[src/hdl/tfve_pkg.sv]
package tfve_pkg;

    localparam int ModeW    = 4;
    localparam int ValueW   = 64;
    localparam int ByteW    = 8;
    localparam int GroupW   = 7;
    localparam int CntW     = 4;
    localparam int InTdataW = 72;

    localparam logic [ModeW-1:0] MODE_BYTE   = 4'd0;
    localparam logic [ModeW-1:0] MODE_BOOL   = 4'd1;
    localparam logic [ModeW-1:0] MODE_S16    = 4'd2;
    localparam logic [ModeW-1:0] MODE_U16    = 4'd3;
    localparam logic [ModeW-1:0] MODE_S32    = 4'd4;
    localparam logic [ModeW-1:0] MODE_U32    = 4'd5;
    localparam logic [ModeW-1:0] MODE_S64    = 4'd6;
    localparam logic [ModeW-1:0] MODE_U64    = 4'd7;
    localparam logic [ModeW-1:0] MODE_ENUM16 = 4'd8;
    localparam logic [ModeW-1:0] MODE_ENUM32 = 4'd9;

    // What the serialiser loads for one field
    typedef struct packed {
        logic              valid;   // type code defined, at least one byte follows
        logic              varint;  // shift right by groups, else left by bytes
        logic [CntW-1:0]   cnt;     // byte count for the fixed-width form
        logic [ValueW-1:0] data;
    } load_t;

endpackage

[src/hdl/tfve_prep.sv]
module tfve_prep
(
    input  logic [tfve_pkg::ModeW-1:0]  mode,
    input  logic [tfve_pkg::ValueW-1:0] value,
    input  logic                        varint_enable,
    output tfve_pkg::load_t             load
);

    logic [15:0] zz16;
    logic [31:0] zz32;
    logic [63:0] zz64;

    // Zigzag at the type's width: shift up, fold the sign over every bit
    assign zz16 = {value[14:0], 1'b0} ^ {16{value[15]}};
    assign zz32 = {value[30:0], 1'b0} ^ {32{value[31]}};
    assign zz64 = {value[62:0], 1'b0} ^ {64{value[63]}};

    always_comb
    begin
        load.valid  = 1'b1;
        load.varint = 1'b0;
        load.cnt    = tfve_pkg::CntW'(1);
        load.data   = '0;
        unique case (mode)
            tfve_pkg::MODE_BYTE:
            begin
                load.data = {value[7:0], 56'b0};
            end
            tfve_pkg::MODE_BOOL:
            begin
                load.data = {7'b0, |value, 56'b0};
            end
            tfve_pkg::MODE_S16, tfve_pkg::MODE_U16:
            begin
                load.varint = varint_enable;
                load.cnt    = tfve_pkg::CntW'(2);
                if (varint_enable)
                    load.data = {48'b0, (mode == tfve_pkg::MODE_S16) ? zz16 : value[15:0]};
                else
                    load.data = {value[15:0], 48'b0};
            end
            tfve_pkg::MODE_S32, tfve_pkg::MODE_U32:
            begin
                load.varint = varint_enable;
                load.cnt    = tfve_pkg::CntW'(4);
                if (varint_enable)
                    load.data = {32'b0, (mode == tfve_pkg::MODE_S32) ? zz32 : value[31:0]};
                else
                    load.data = {value[31:0], 32'b0};
            end
            tfve_pkg::MODE_S64, tfve_pkg::MODE_U64:
            begin
                load.varint = varint_enable;
                load.cnt    = tfve_pkg::CntW'(8);
                if (varint_enable && mode == tfve_pkg::MODE_S64)
                    load.data = zz64;
                else
                    load.data = value;
            end
            tfve_pkg::MODE_ENUM16:
            begin
                load.cnt  = tfve_pkg::CntW'(2);
                load.data = {value[15:0], 48'b0};
            end
            tfve_pkg::MODE_ENUM32:
            begin
                load.cnt  = tfve_pkg::CntW'(4);
                load.data = {value[31:0], 32'b0};
            end
            default:
            begin
                // undefined type code: no bytes
                load.valid = 1'b0;
            end
        endcase
    end

endmodule

[src/hdl/typed_field_varint_encoder_core.sv]
// Typed scalar field encoder.
// Input stream (s_*): one item per field, tdata = {zero pad, value[63:0], mode[3:0]}.
// Output stream (m_*): one item per serialised byte, tdata = byte, tlast on the
// final byte of the field. Config channel (cfg_*): writes varint_enable, always
// ready; write it only while the block is idle.
// A taken field is loaded into the shifter; each byte then passes through the
// output register, one byte per cycle while the receiver takes them. The input
// is held off while a field of N bytes shifts out; N is 1 for byte and bool, 2
// or 4 for enums, 2/4/8 for fixed-width integers and up to 3/5/10 for varints.
// The single 64-bit shift register moves one byte or one 7-bit group per cycle
// unless the output stalls. Undefined type codes are taken and produce no bytes.
// Reset (rst_n low, asynchronous) clears varint_enable, the shifter and the
// output valid flag. When the receiver stalls, the output byte holds and the
// shifter waits; a new field is taken as soon as the previous one has been
// fully shifted out, even if its last byte is still waiting.
module typed_field_varint_encoder_core
(
    input  logic                           clk,
    input  logic                           rst_n,
    input  logic                           s_tvalid,
    output logic                           s_tready,
    input  logic [tfve_pkg::InTdataW-1:0]  s_tdata,   // [3:0] mode, [67:4] value
    output logic                           m_tvalid,
    input  logic                           m_tready,
    output logic [tfve_pkg::ByteW-1:0]     m_tdata,   // [7:0] out_byte
    output logic                           m_tlast,   // last
    input  logic                           cfg_valid,
    output logic                           cfg_ready,
    input  logic                           cfg_data   // varint_enable
);

    tfve_pkg::load_t                 load;
    logic                            varint_enable_reg;
    logic                            busy_reg;
    logic                            varint_reg;
    logic [tfve_pkg::CntW-1:0]       cnt_reg;
    logic [tfve_pkg::ValueW-1:0]     sh_reg;
    logic                            out_valid_reg;
    logic [tfve_pkg::ByteW-1:0]      out_byte_reg;
    logic                            out_last_reg;
    logic                            accept;
    logic                            emit;
    logic                            more;
    logic                            emit_last;
    logic [tfve_pkg::ByteW-1:0]      emit_byte;

    tfve_prep u_prep
    (
        .mode          (s_tdata[tfve_pkg::ModeW-1:0]),
        .value         (s_tdata[tfve_pkg::ModeW +: tfve_pkg::ValueW]),
        .varint_enable (varint_enable_reg),
        .load          (load)
    );

    assign cfg_ready = 1'b1;
    assign s_tready  = !busy_reg;
    assign accept    = s_tvalid && s_tready;
    assign emit      = busy_reg && (!out_valid_reg || m_tready);

    // Varint continues while any bit remains above the current group
    assign more      = |sh_reg[tfve_pkg::ValueW-1:tfve_pkg::GroupW];
    assign emit_last = varint_reg ? !more : (cnt_reg == tfve_pkg::CntW'(1));
    assign emit_byte = varint_reg ? {more, sh_reg[tfve_pkg::GroupW-1:0]}
                                  : sh_reg[tfve_pkg::ValueW-1 -: tfve_pkg::ByteW];

    always_ff @(posedge clk or negedge rst_n)
    begin
        if (!rst_n)
            varint_enable_reg <= 1'b0;
        else if (cfg_valid && cfg_ready)
            varint_enable_reg <= cfg_data;
    end

    always_ff @(posedge clk or negedge rst_n)
    begin
        if (!rst_n)
        begin
            busy_reg   <= 1'b0;
            varint_reg <= 1'b0;
            cnt_reg    <= '0;
            sh_reg     <= '0;
        end
        else if (accept)
        begin
            busy_reg   <= load.valid;
            varint_reg <= load.varint;
            cnt_reg    <= load.cnt;
            sh_reg     <= load.data;
        end
        else if (emit)
        begin
            // advance one group or one byte
            busy_reg <= !emit_last;
            cnt_reg  <= cnt_reg - tfve_pkg::CntW'(1);
            if (varint_reg)
                sh_reg <= sh_reg >> tfve_pkg::GroupW;
            else
                sh_reg <= sh_reg << tfve_pkg::ByteW;
        end
    end

    always_ff @(posedge clk or negedge rst_n)
    begin
        if (!rst_n)
            out_valid_reg <= 1'b0;
        else if (emit)
            out_valid_reg <= 1'b1;
        else if (m_tready)
            out_valid_reg <= 1'b0;
    end

    always_ff @(posedge clk)
    begin
        if (emit)
        begin
            out_byte_reg <= emit_byte;
            out_last_reg <= emit_last;
        end
    end

    assign m_tvalid = out_valid_reg;
    assign m_tdata  = out_byte_reg;
    assign m_tlast  = out_last_reg;

`ifndef ASSERT_OFF
    a_accept_starts: assert property (@(posedge clk) disable iff (!rst_n)
        accept && load.valid |=> busy_reg && !s_tready)
        else $error("defined field taken but shifter not busy");

    a_last_ends: assert property (@(posedge clk) disable iff (!rst_n)
        emit && emit_last |=> !busy_reg && m_tvalid && m_tlast)
        else $error("final byte did not end the field");

    a_fixed_count: assert property (@(posedge clk) disable iff (!rst_n)
        busy_reg && !varint_reg |-> cnt_reg != '0)
        else $error("fixed-width byte count ran out while busy");
`endif

endmodule
[config.mk]
export PLATFORM = sky130hd
export DESIGN_NAME = typed_field_varint_encoder_core
export DESIGN_NICKNAME = d
export VERILOG_FILES = /design/src/hdl/tfve_pkg.sv /design/src/hdl/tfve_prep.sv /design/src/hdl/typed_field_varint_encoder_core.sv
export SDC_FILE = /design/constraint.sdc
export NUM_CORES = 1
export LEC_CHECK = 0
export CAP_MARGIN = 25
export CORE_MARGIN = 3
export CORE_UTILIZATION = 40
export CTS_CLUSTER_DIAMETER = 30
export CTS_CLUSTER_SIZE = 24
export DETAILED_ROUTE_END_ITERATION = 6
export DONT_BUFFER_PORTS = 1
export SLEW_MARGIN = 10
export SYNTH_ARGS = -nofsm -noshare
export SYNTH_HDL_FRONTEND = slang
export SYNTH_HIERARCHICAL = 1
export SYNTH_SLANG_ARGS = --single-unit
[constraint.sdc]
create_clock -name clk -period 2.1 [get_ports clk]
set_input_delay 0.42 -clock clk [delete_from_list [all_inputs] [get_ports clk]]
set_output_delay 0.42 -clock clk [all_outputs]
set_load 0.02 [all_outputs]
==> results of run 1 <==
==> layout make-up <==
type                    count  area share [%]
well taps                 229            3.55
repair buffers             38            4.78
multi-input cells         814            61.5
clock buffers              12            3.06
clock inverters             4           0.636
flip-flops and latches     81            25.7
inverters                  16           0.745
==> worst max-delay path, delay by kind of cell, from the launching register on <==
kind            cells  cell delay (ps)
buf+inv             2              400
simple gates        3              610
flops               1              350
compound gates      3              490
==> cell usage after synthesis, drive strengths merged, types with 16 or more instances <==
cell type    n
a211oi      43
a21oi       28
a31oi       37
buf         71
clkbuf      38
dfrtp       72
inv         16
mux2i       16
nand2      219
nor2        39
nor2b       31
nor4        28
o21ai      134
o221ai      28
o22ai       17
xnor2       92
xor2        17
==> worst min path at each step <==
stage / startpoint / to / slack, ps / depth (start not counted)
after floorplan: rst_n / busy_reg$_DFFE_PN0P_ / 120 / 0
after global placement: rst_n / m_tvalid$_DFFE_PN0P_ / 130 / 0
after detailed placement: rst_n / m_tvalid$_DFFE_PN0P_ / 130 / 0
after CTS: rst_n / cnt_reg[2]$_DFFE_PN0P_ / -240 / 0
after global routing: rst_n / m_tvalid$_DFFE_PN0P_ / -240 / 0
final: rst_n / m_tvalid$_DFFE_PN0P_ / -230 / 0
==> per-layer routing <==
metal	vias up	wire length, um	track usage (%)
met4	0	580	6.24
li1	3507	-	-
met5	-	0	0
met2	319	11100	36.4
met3	33	2190	5.19
met1	3383	11700	36.2
==> metrics by stage <==
step	std cells	instance area, um2	utilization, %
final	1194	8070	44.0
after global routing	1194	8070	44.0
after CTS	1194	8070	44.0
after detailed placement	1178	7770	42.4
after global placement	1178	7770	42.4
after floorplan	1020	7630	-
==> timing repair <==
action,CTS,global route
endpoints found under the setup margin,0,2
resized for setup,0,2
endpoints found under the hold margin,72,72
==> power groups by stage <==
| stage | combinational, W | sequential [W] | clock (W) |
|---|---|---|---|
| after global routing | 0.00353 | 0.00331 | 0.00169 |
| after global placement | 0.00309 | 0.00325 | 0 |
| after detailed placement | 0.00312 | 0.00326 | 0 |
| after floorplan | 0.00254 | 0.00289 | 0 |
| after CTS | 0.00313 | 0.00324 | 0.00162 |
| final | 0.00316 | 0.00327 | 0.00159 |
==> layout by cell type (no fill, tap or decap), types with 24 or more instances in the layout <==
cell type and instances:
nor2_1 37, o21ai_0 123, xnor2_1 92, o221ai_1 28, nor4_1 24, a21oi_1 27, a211oi_1 43, nand2_1 217
nor2b_1 30, a31oi_1 37, buf_4 30, dfrtp_1 71
==> cell families (layout without fill, tap and decap cells) <==
family	count (synthesis)	count (layout)	share of synthesized area [%]
other	1	1	0.0493
adders and majority gates	5	5	0.823
AOI/OAI and AO/OA	317	317	26.2
muxes	24	24	3.29
and+or+nand+nor	358	358	22.0
buffers and inverters	125	70	7.87
DFF	81	81	27.3
xor gates and xnor gates	109	109	12.6
==> impl_metrics.py, run 1 <==
metrics = {
    "status": {
        "outcome": "finished, violations left",
        "violations": "negative hold slack",
    },
    "power": {
        "finalPower_w": 0.00801,
        "sw_frac_of_total_pct": 41.4,
        "power_density_nw_per_um2": 993,
        "peakVddDrop_uv": 571,
        "clkPwrFrac_pct": 19.8,
        "p_switching_w": 0.00332,
        "p_int_w": 0.00469,
        "sequentialPowerShare_pct": 40.8,
        "combPwrFrac_pct": 39.4,
        "leakage_nw": 2.81,
    },
    "sta": {
        "fmaxAchievable_mhz": 510,
        "finalCritPeriodShare_pct": 93.3,
        "fin_crit_ps": 1960,
        "worst_hold_slack_ps": -225,
        "setup_viol": 0,
        "worst_slack_ps": 140,
        "rsz0062_at_grt": "false",
        "max_slew.worst_pin.slew_ps": 611,
        "fin_worst_skew_ps": 5.61,
        "tns_ps": 0,
        "slew_viol_final": 0,
        "hold_viol": 72,
        "maxSlewHeadroom_pct": 59.1,
    },
    "setup_path": {
        "crit_chain": "nand2_1 -> nor3_4 -> buf_12 -> buf_12 -> o21ai_0 -> o22ai_1 -> nand2_1 -> a31oi_1",
        "reg2reg_depth": 8,
        "cp-endpoint": "sh_reg[26]$_DFFE_PN0P_",
        "worst-path-max-fanout": 38,
        "start_kind": "register",
        "crit_slowest_cell": "dfrtp_1",
        "rrSetupSlack_ps": 140,
        "r2r_start": "varint_enable_reg$_DFFE_PN0P_",
        "r2r-end": "sh_reg[26]$_DFFE_PN0P_",
        "required_ps": 2360,
        "critPathLaunch": "varint_enable_reg$_DFFE_PN0P_",
        "cpPeakStageDelay_ps": 350,
        "cp_data_arrival_time_ps": 2220,
        "end_kind": "register",
        "worstSetupPathType": "register to register",
    },
    "global_routing": {
        "grt_start_max_net_pins": 77,
        "grt.total_usage_pct": 24.5,
        "antenna_found_initial": 0,
        "grt_pass1_wl_um": 39100,
        "grt_pass1_vias": 6482,
        "grt-ovfl-total": 0,
    },
    "final_layout": {
        "multi_input_area_um2": 4960,
        "syn_to_final_growth_pct": 6.12,
        "nets": 1043,
        "ff_latch_area_um2": 2070,
        "drive_gt1_share_pct": 8.50,
        "largest_reg_flops": 64,
        "fill_cells": 1821,
        "antennaDiodeCount": 0,
    },
    "synth": {
        "ys_async_sr_fraction_pct": 88.9,
        "synth_ff_type": "dfrtp_1",
        "ys_ff_latch": 81,
        "syn_area_um2": 7600,
        "synth-edff-count": 9,
        "synth_cells": 1020,
        "syn_nets": 1103,
        "synth_seq_area_share_pct": 27.3,
        "ys_warn_count": 6,
        "yosysTopAreaCellShare_pct": 23.7,
        "syn_area_per_cell_um2": 7.45,
        "synthTopCellsByArea": "dfrtp_1 24%, nand2_1 11%, xnor2_1 11%",
        "synth_top_area_cell": "dfrtp_1",
        "netlist-cell-type-count": 55,
    },
    "placement": {
        "portBuffers": 0,
        "gp_congestion": 0.904,
        "dp_slack_ps": 56.6,
        "dp_hpwl_um": 18300,
    },
    "worst_hold_path": {
        "hold_class": "primary input to asynchronous set/reset pin",
    },
    "detailed_routing": {
        "route.detailed.drc": 0,
        "wl_per_cell_um": 21.4,
        "drtIter0Drc": 684,
        "via_per_inst": 6.07,
        "first_pass_iters": 7,
        "num_vias": 7242,
        "antenna_left": 0,
        "drt_wl_total_um": 25600,
    },
    "die": {
        "die_w_um": 144,
        "die_h_um": 144,
        "ios": 90,
        "num_rows": 49,
        "initial_core_util_pct": 41.5,
        "coreArea_um2": 18300,
        "dieArea_um2": 20700,
    },
    "clocking": {
        "cts_buffers": 9,
        "cts-root-buf": "clkbuf_16",
        "clock_latency_ps": 340,
        "clockBufferDepth": 2,
        "clock-sinks": 81,
        "cts_max_level": 3,
        "cts_setup_buffers": 0,
        "clkTransAtPathRegs_ps": 60,
        "cts_tree": "done",
    },
    "flow_run": {
        "maxCapViolations": 0,
    },
}
Note: power is estimated with default switching activity, not from simulation.
==> run 2: changes to the inputs <==
ABC_AREA = 1   (was not set)
==> run 2 against run 1 <==
Compared with the run above: the flow still finishes with violations (negative hold slack); first-iteration DRC count is 72% higher; clock skew grew 1.8 ps; hold slack hardly changed; non-clock buffer count is 3 lower; sequential share of layout area is 1.3 points lower; worst setup slack lost 7.9 ps; cell count grew 24%; utilization decreased by 0.64 points; clock power up 13%; sequential cell count is the same; routed wire length is 18% higher; critical path type unchanged; largest power group is now combinational logic.
==> impl_metrics.py, run 2 <==
metrics = {
    "global_routing": {
        "grt_pass1_vias": 7892,
        "grt_pass1_wl_um": 46500,
        "grt.total_usage_pct": 27.1,
        "antenna_found_initial": 0,
        "grt_start_max_net_pins": 81,
        "grt-ovfl-total": 0,
    },
    "synth": {
        "synth_seq_area_share_pct": 25.8,
        "syn_area_per_cell_um2": 6.28,
        "syn_area_um2": 8030,
        "ys_ff_latch": 81,
        "synthTopCellsByArea": "dfrtp_1 22%, nand2_1 17%, o211ai_1 9.8%",
        "synth_ff_type": "dfrtp_1",
        "netlist-cell-type-count": 36,
        "ys_async_sr_fraction_pct": 88.9,
        "synth_most_common_cell": "nand2_1",
        "ys_warn_count": 6,
        "syn_nets": 1361,
        "synth-edff-count": 9,
        "synthTopCellsByCount": "355 x nand2_1, 125 x nor2_1, 108 x inv_1",
        "synth_cells": 1278,
        "synth_top_area_cell": "dfrtp_1",
        "yosysTopAreaCellShare_pct": 22.4,
    },
    "setup_path": {
        "cp_data_arrival_time_ps": 2180,
        "worst-path-max-fanout": 32,
        "worstSetupPathType": "register to register",
        "crit_slowest_cell": "dfrtp_1",
        "required_ps": 2320,
        "critPathBufInv": 2,
        "start_kind": "register",
        "cp_top_family": "compound AO/OA/AOI/OAI gates",
        "crit_chain": "nand3_1 -> nor2_4 -> buf_12 -> buf_4 -> nand2_1 -> o211ai_1 -> o21ai_1 -> o221ai_1 -> o21ai_0",
        "cpPeakStageDelay_ps": 410,
        "end_kind": "register",
    },
    "sta": {
        "worst_hold_slack_ps": -225,
        "maxSlewHeadroom_pct": 63.9,
        "hold_viol": 72,
        "finalCritPeriodShare_pct": 93.7,
        "slew_viol_final": 0,
        "tns_ps": 0,
        "max_slew.worst_pin.slew_ps": 540,
        "rsz0062_at_grt": "false",
        "fin_worst_skew_ps": 7.43,
        "fin_crit_ps": 1970,
        "fmaxAchievable_mhz": 508,
        "setup_viol": 0,
    },
    "clocking": {
        "clockBufferDepth": 2,
        "clkTransAtPathRegs_ps": 60,
        "cts_setup_buffers": 0,
        "cts_tree": "done",
        "clock-sinks": 81,
        "clock_latency_ps": 340,
        "cts_buffers": 9,
        "cts-root-buf": "clkbuf_16",
        "cts_max_level": 3,
    },
    "power": {
        "finalPower_w": 0.00867,
        "power_density_nw_per_um2": 1020,
        "peakVddDrop_uv": 551,
        "leakage_nw": 3.51,
    },
    "detailed_routing": {
        "drt_wl_total_um": 30100,
        "routed-wl-met2_um": 13500,
        "wl_per_cell_um": 20.3,
        "route.detailed.drc": 0,
        "routed.top_layer": "met4",
        "wl_met1_um": 13100,
        "dr_wl_met3_um": 2550,
        "num_vias": 8769,
        "antenna_left": 0,
        "via_per_inst": 5.92,
        "first_pass_iters": 6,
        "drtIter0Drc": 1178,
    },
    "worst_hold_path": {
        "hold_class": "primary input to asynchronous set/reset pin",
    },
    "die": {
        "ios": 90,
        "dieArea_um2": 21800,
        "die_w_um": 148,
        "initial_core_util_pct": 41.0,
        "coreArea_um2": 19600,
        "num_rows": 51,
        "die_h_um": 148,
    },
    "placement": {
        "portBuffers": 0,
        "dpl.cell_count": 1466,
        "gp_congestion": 0.991,
        "dp_hpwl_um": 21800,
    },
    "flow_run": {
        "maxCapViolations": 0,
    },
    "final_layout": {
        "utilization_pct": 43.4,
        "drive_gt1_share_pct": 5.67,
        "layout_commonest_cell": "nand2_1",
        "nets": 1295,
        "syn_to_final_growth_pct": 5.78,
        "antennaDiodeCount": 0,
        "stdcell_count": 1482,
        "largest_reg_flops": 64,
        "most-common-layout-cells": "355 x nand2_1, 123 x nor2_1, 108 x inv_1",
    },
    "status": {
        "violations": "negative hold slack",
        "outcome": "finished, violations left",
    },
}
-- run 2: changes by cell type in the layout (fill, tap and decap cells not counted), moves of 30 or more --
cell      before  now
a211oi_1      43    5
inv_1         13  108
nand2_1      217  355
nand3_1        4  102
nor2_1        37  123
nor2b_1       30    0
o211ai_1       2  105
o21ai_0      123   93
o21ai_1       11   49
xnor2_1       92   39
-- run 2: metrics by stage --
| step | area [um2] | worst slack, ps | hold slack, ps |
|---|---|---|---|
| after floorplan | 8030 | 139 | 124 |
| after global placement | 8150 | 136 | 129 |
| after detailed placement | 8150 | 89.9 | 129 |
| after CTS | 8480 | 115 | -230 |
| after global routing | 8490 | 12.6 | -239 |
| final | 8490 | 132 | -225 |
-- run 2: layout make-up --
class | instances | area, um2
tap | 265 | 332
multi-input combinational | 968 | 4940
fill | 2116 | 11100
clock buffer | 10 | 229
inverter | 117 | 442
sequential | 81 | 2070
clock inverter | 6 | 106
timing repair buffer | 35 | 375
-- run 2: kinds of logic after synthesis --
kind of cell	after synthesis	share of synthesized area, %
DFF	81	25.8
buffers and inverters	229	12.9
muxes	1	0.140
and+or+nand+nor	598	30.1
xor gates and xnor gates	39	4.25
other	1	0.0467
adders and majority gates	5	0.779
AOI/OAI and AO/OA	324	25.9
-- run 2: power by group --
group | switching, W | internal [W] | leakage, nW
clock | 0.000642 | 0.00116 | 0.160
combinational | 0.00260 | 0.00134 | 2.36
sequential | 0.000570 | 0.00235 | 0.995
-- run 2: layer usage --
layer,vias up,track usage [%]
met5,-,0
met3,62,4.66
met2,388,41.8
li1,4171,-
met4,0,8.34
met1,4148,39.0
-- run 2: final timing paths --
check | cells after the start | slack [ps] | start | to
min in group clk | 1 | 230 | cfg_data | varint_enable_reg$_DFFE_PN0P_
setup / recovery | 9 | 130 | varint_enable_reg$_DFFE_PN0P_ | sh_reg[33]$_DFFE_PN0P_
setup reg to reg | 9 | 130 | varint_enable_reg$_DFFE_PN0P_ | sh_reg[33]$_DFFE_PN0P_
max in group asynchronous | 0 | 2190 | rst_n | varint_reg$_DFFE_PN0P_
hold / removal | 0 | -220 | rst_n | m_tvalid$_DFFE_PN0P_
hold reg to reg | 2 | 510 | m_tvalid$_DFFE_PN0P_ | m_tvalid$_DFFE_PN0P_
-- run 2: timing repair --
item                       4_1_cts  5_1_grt
gates resized for setup          0        4
hold endpoints to repair        72       72
setup endpoints to repair        0        4
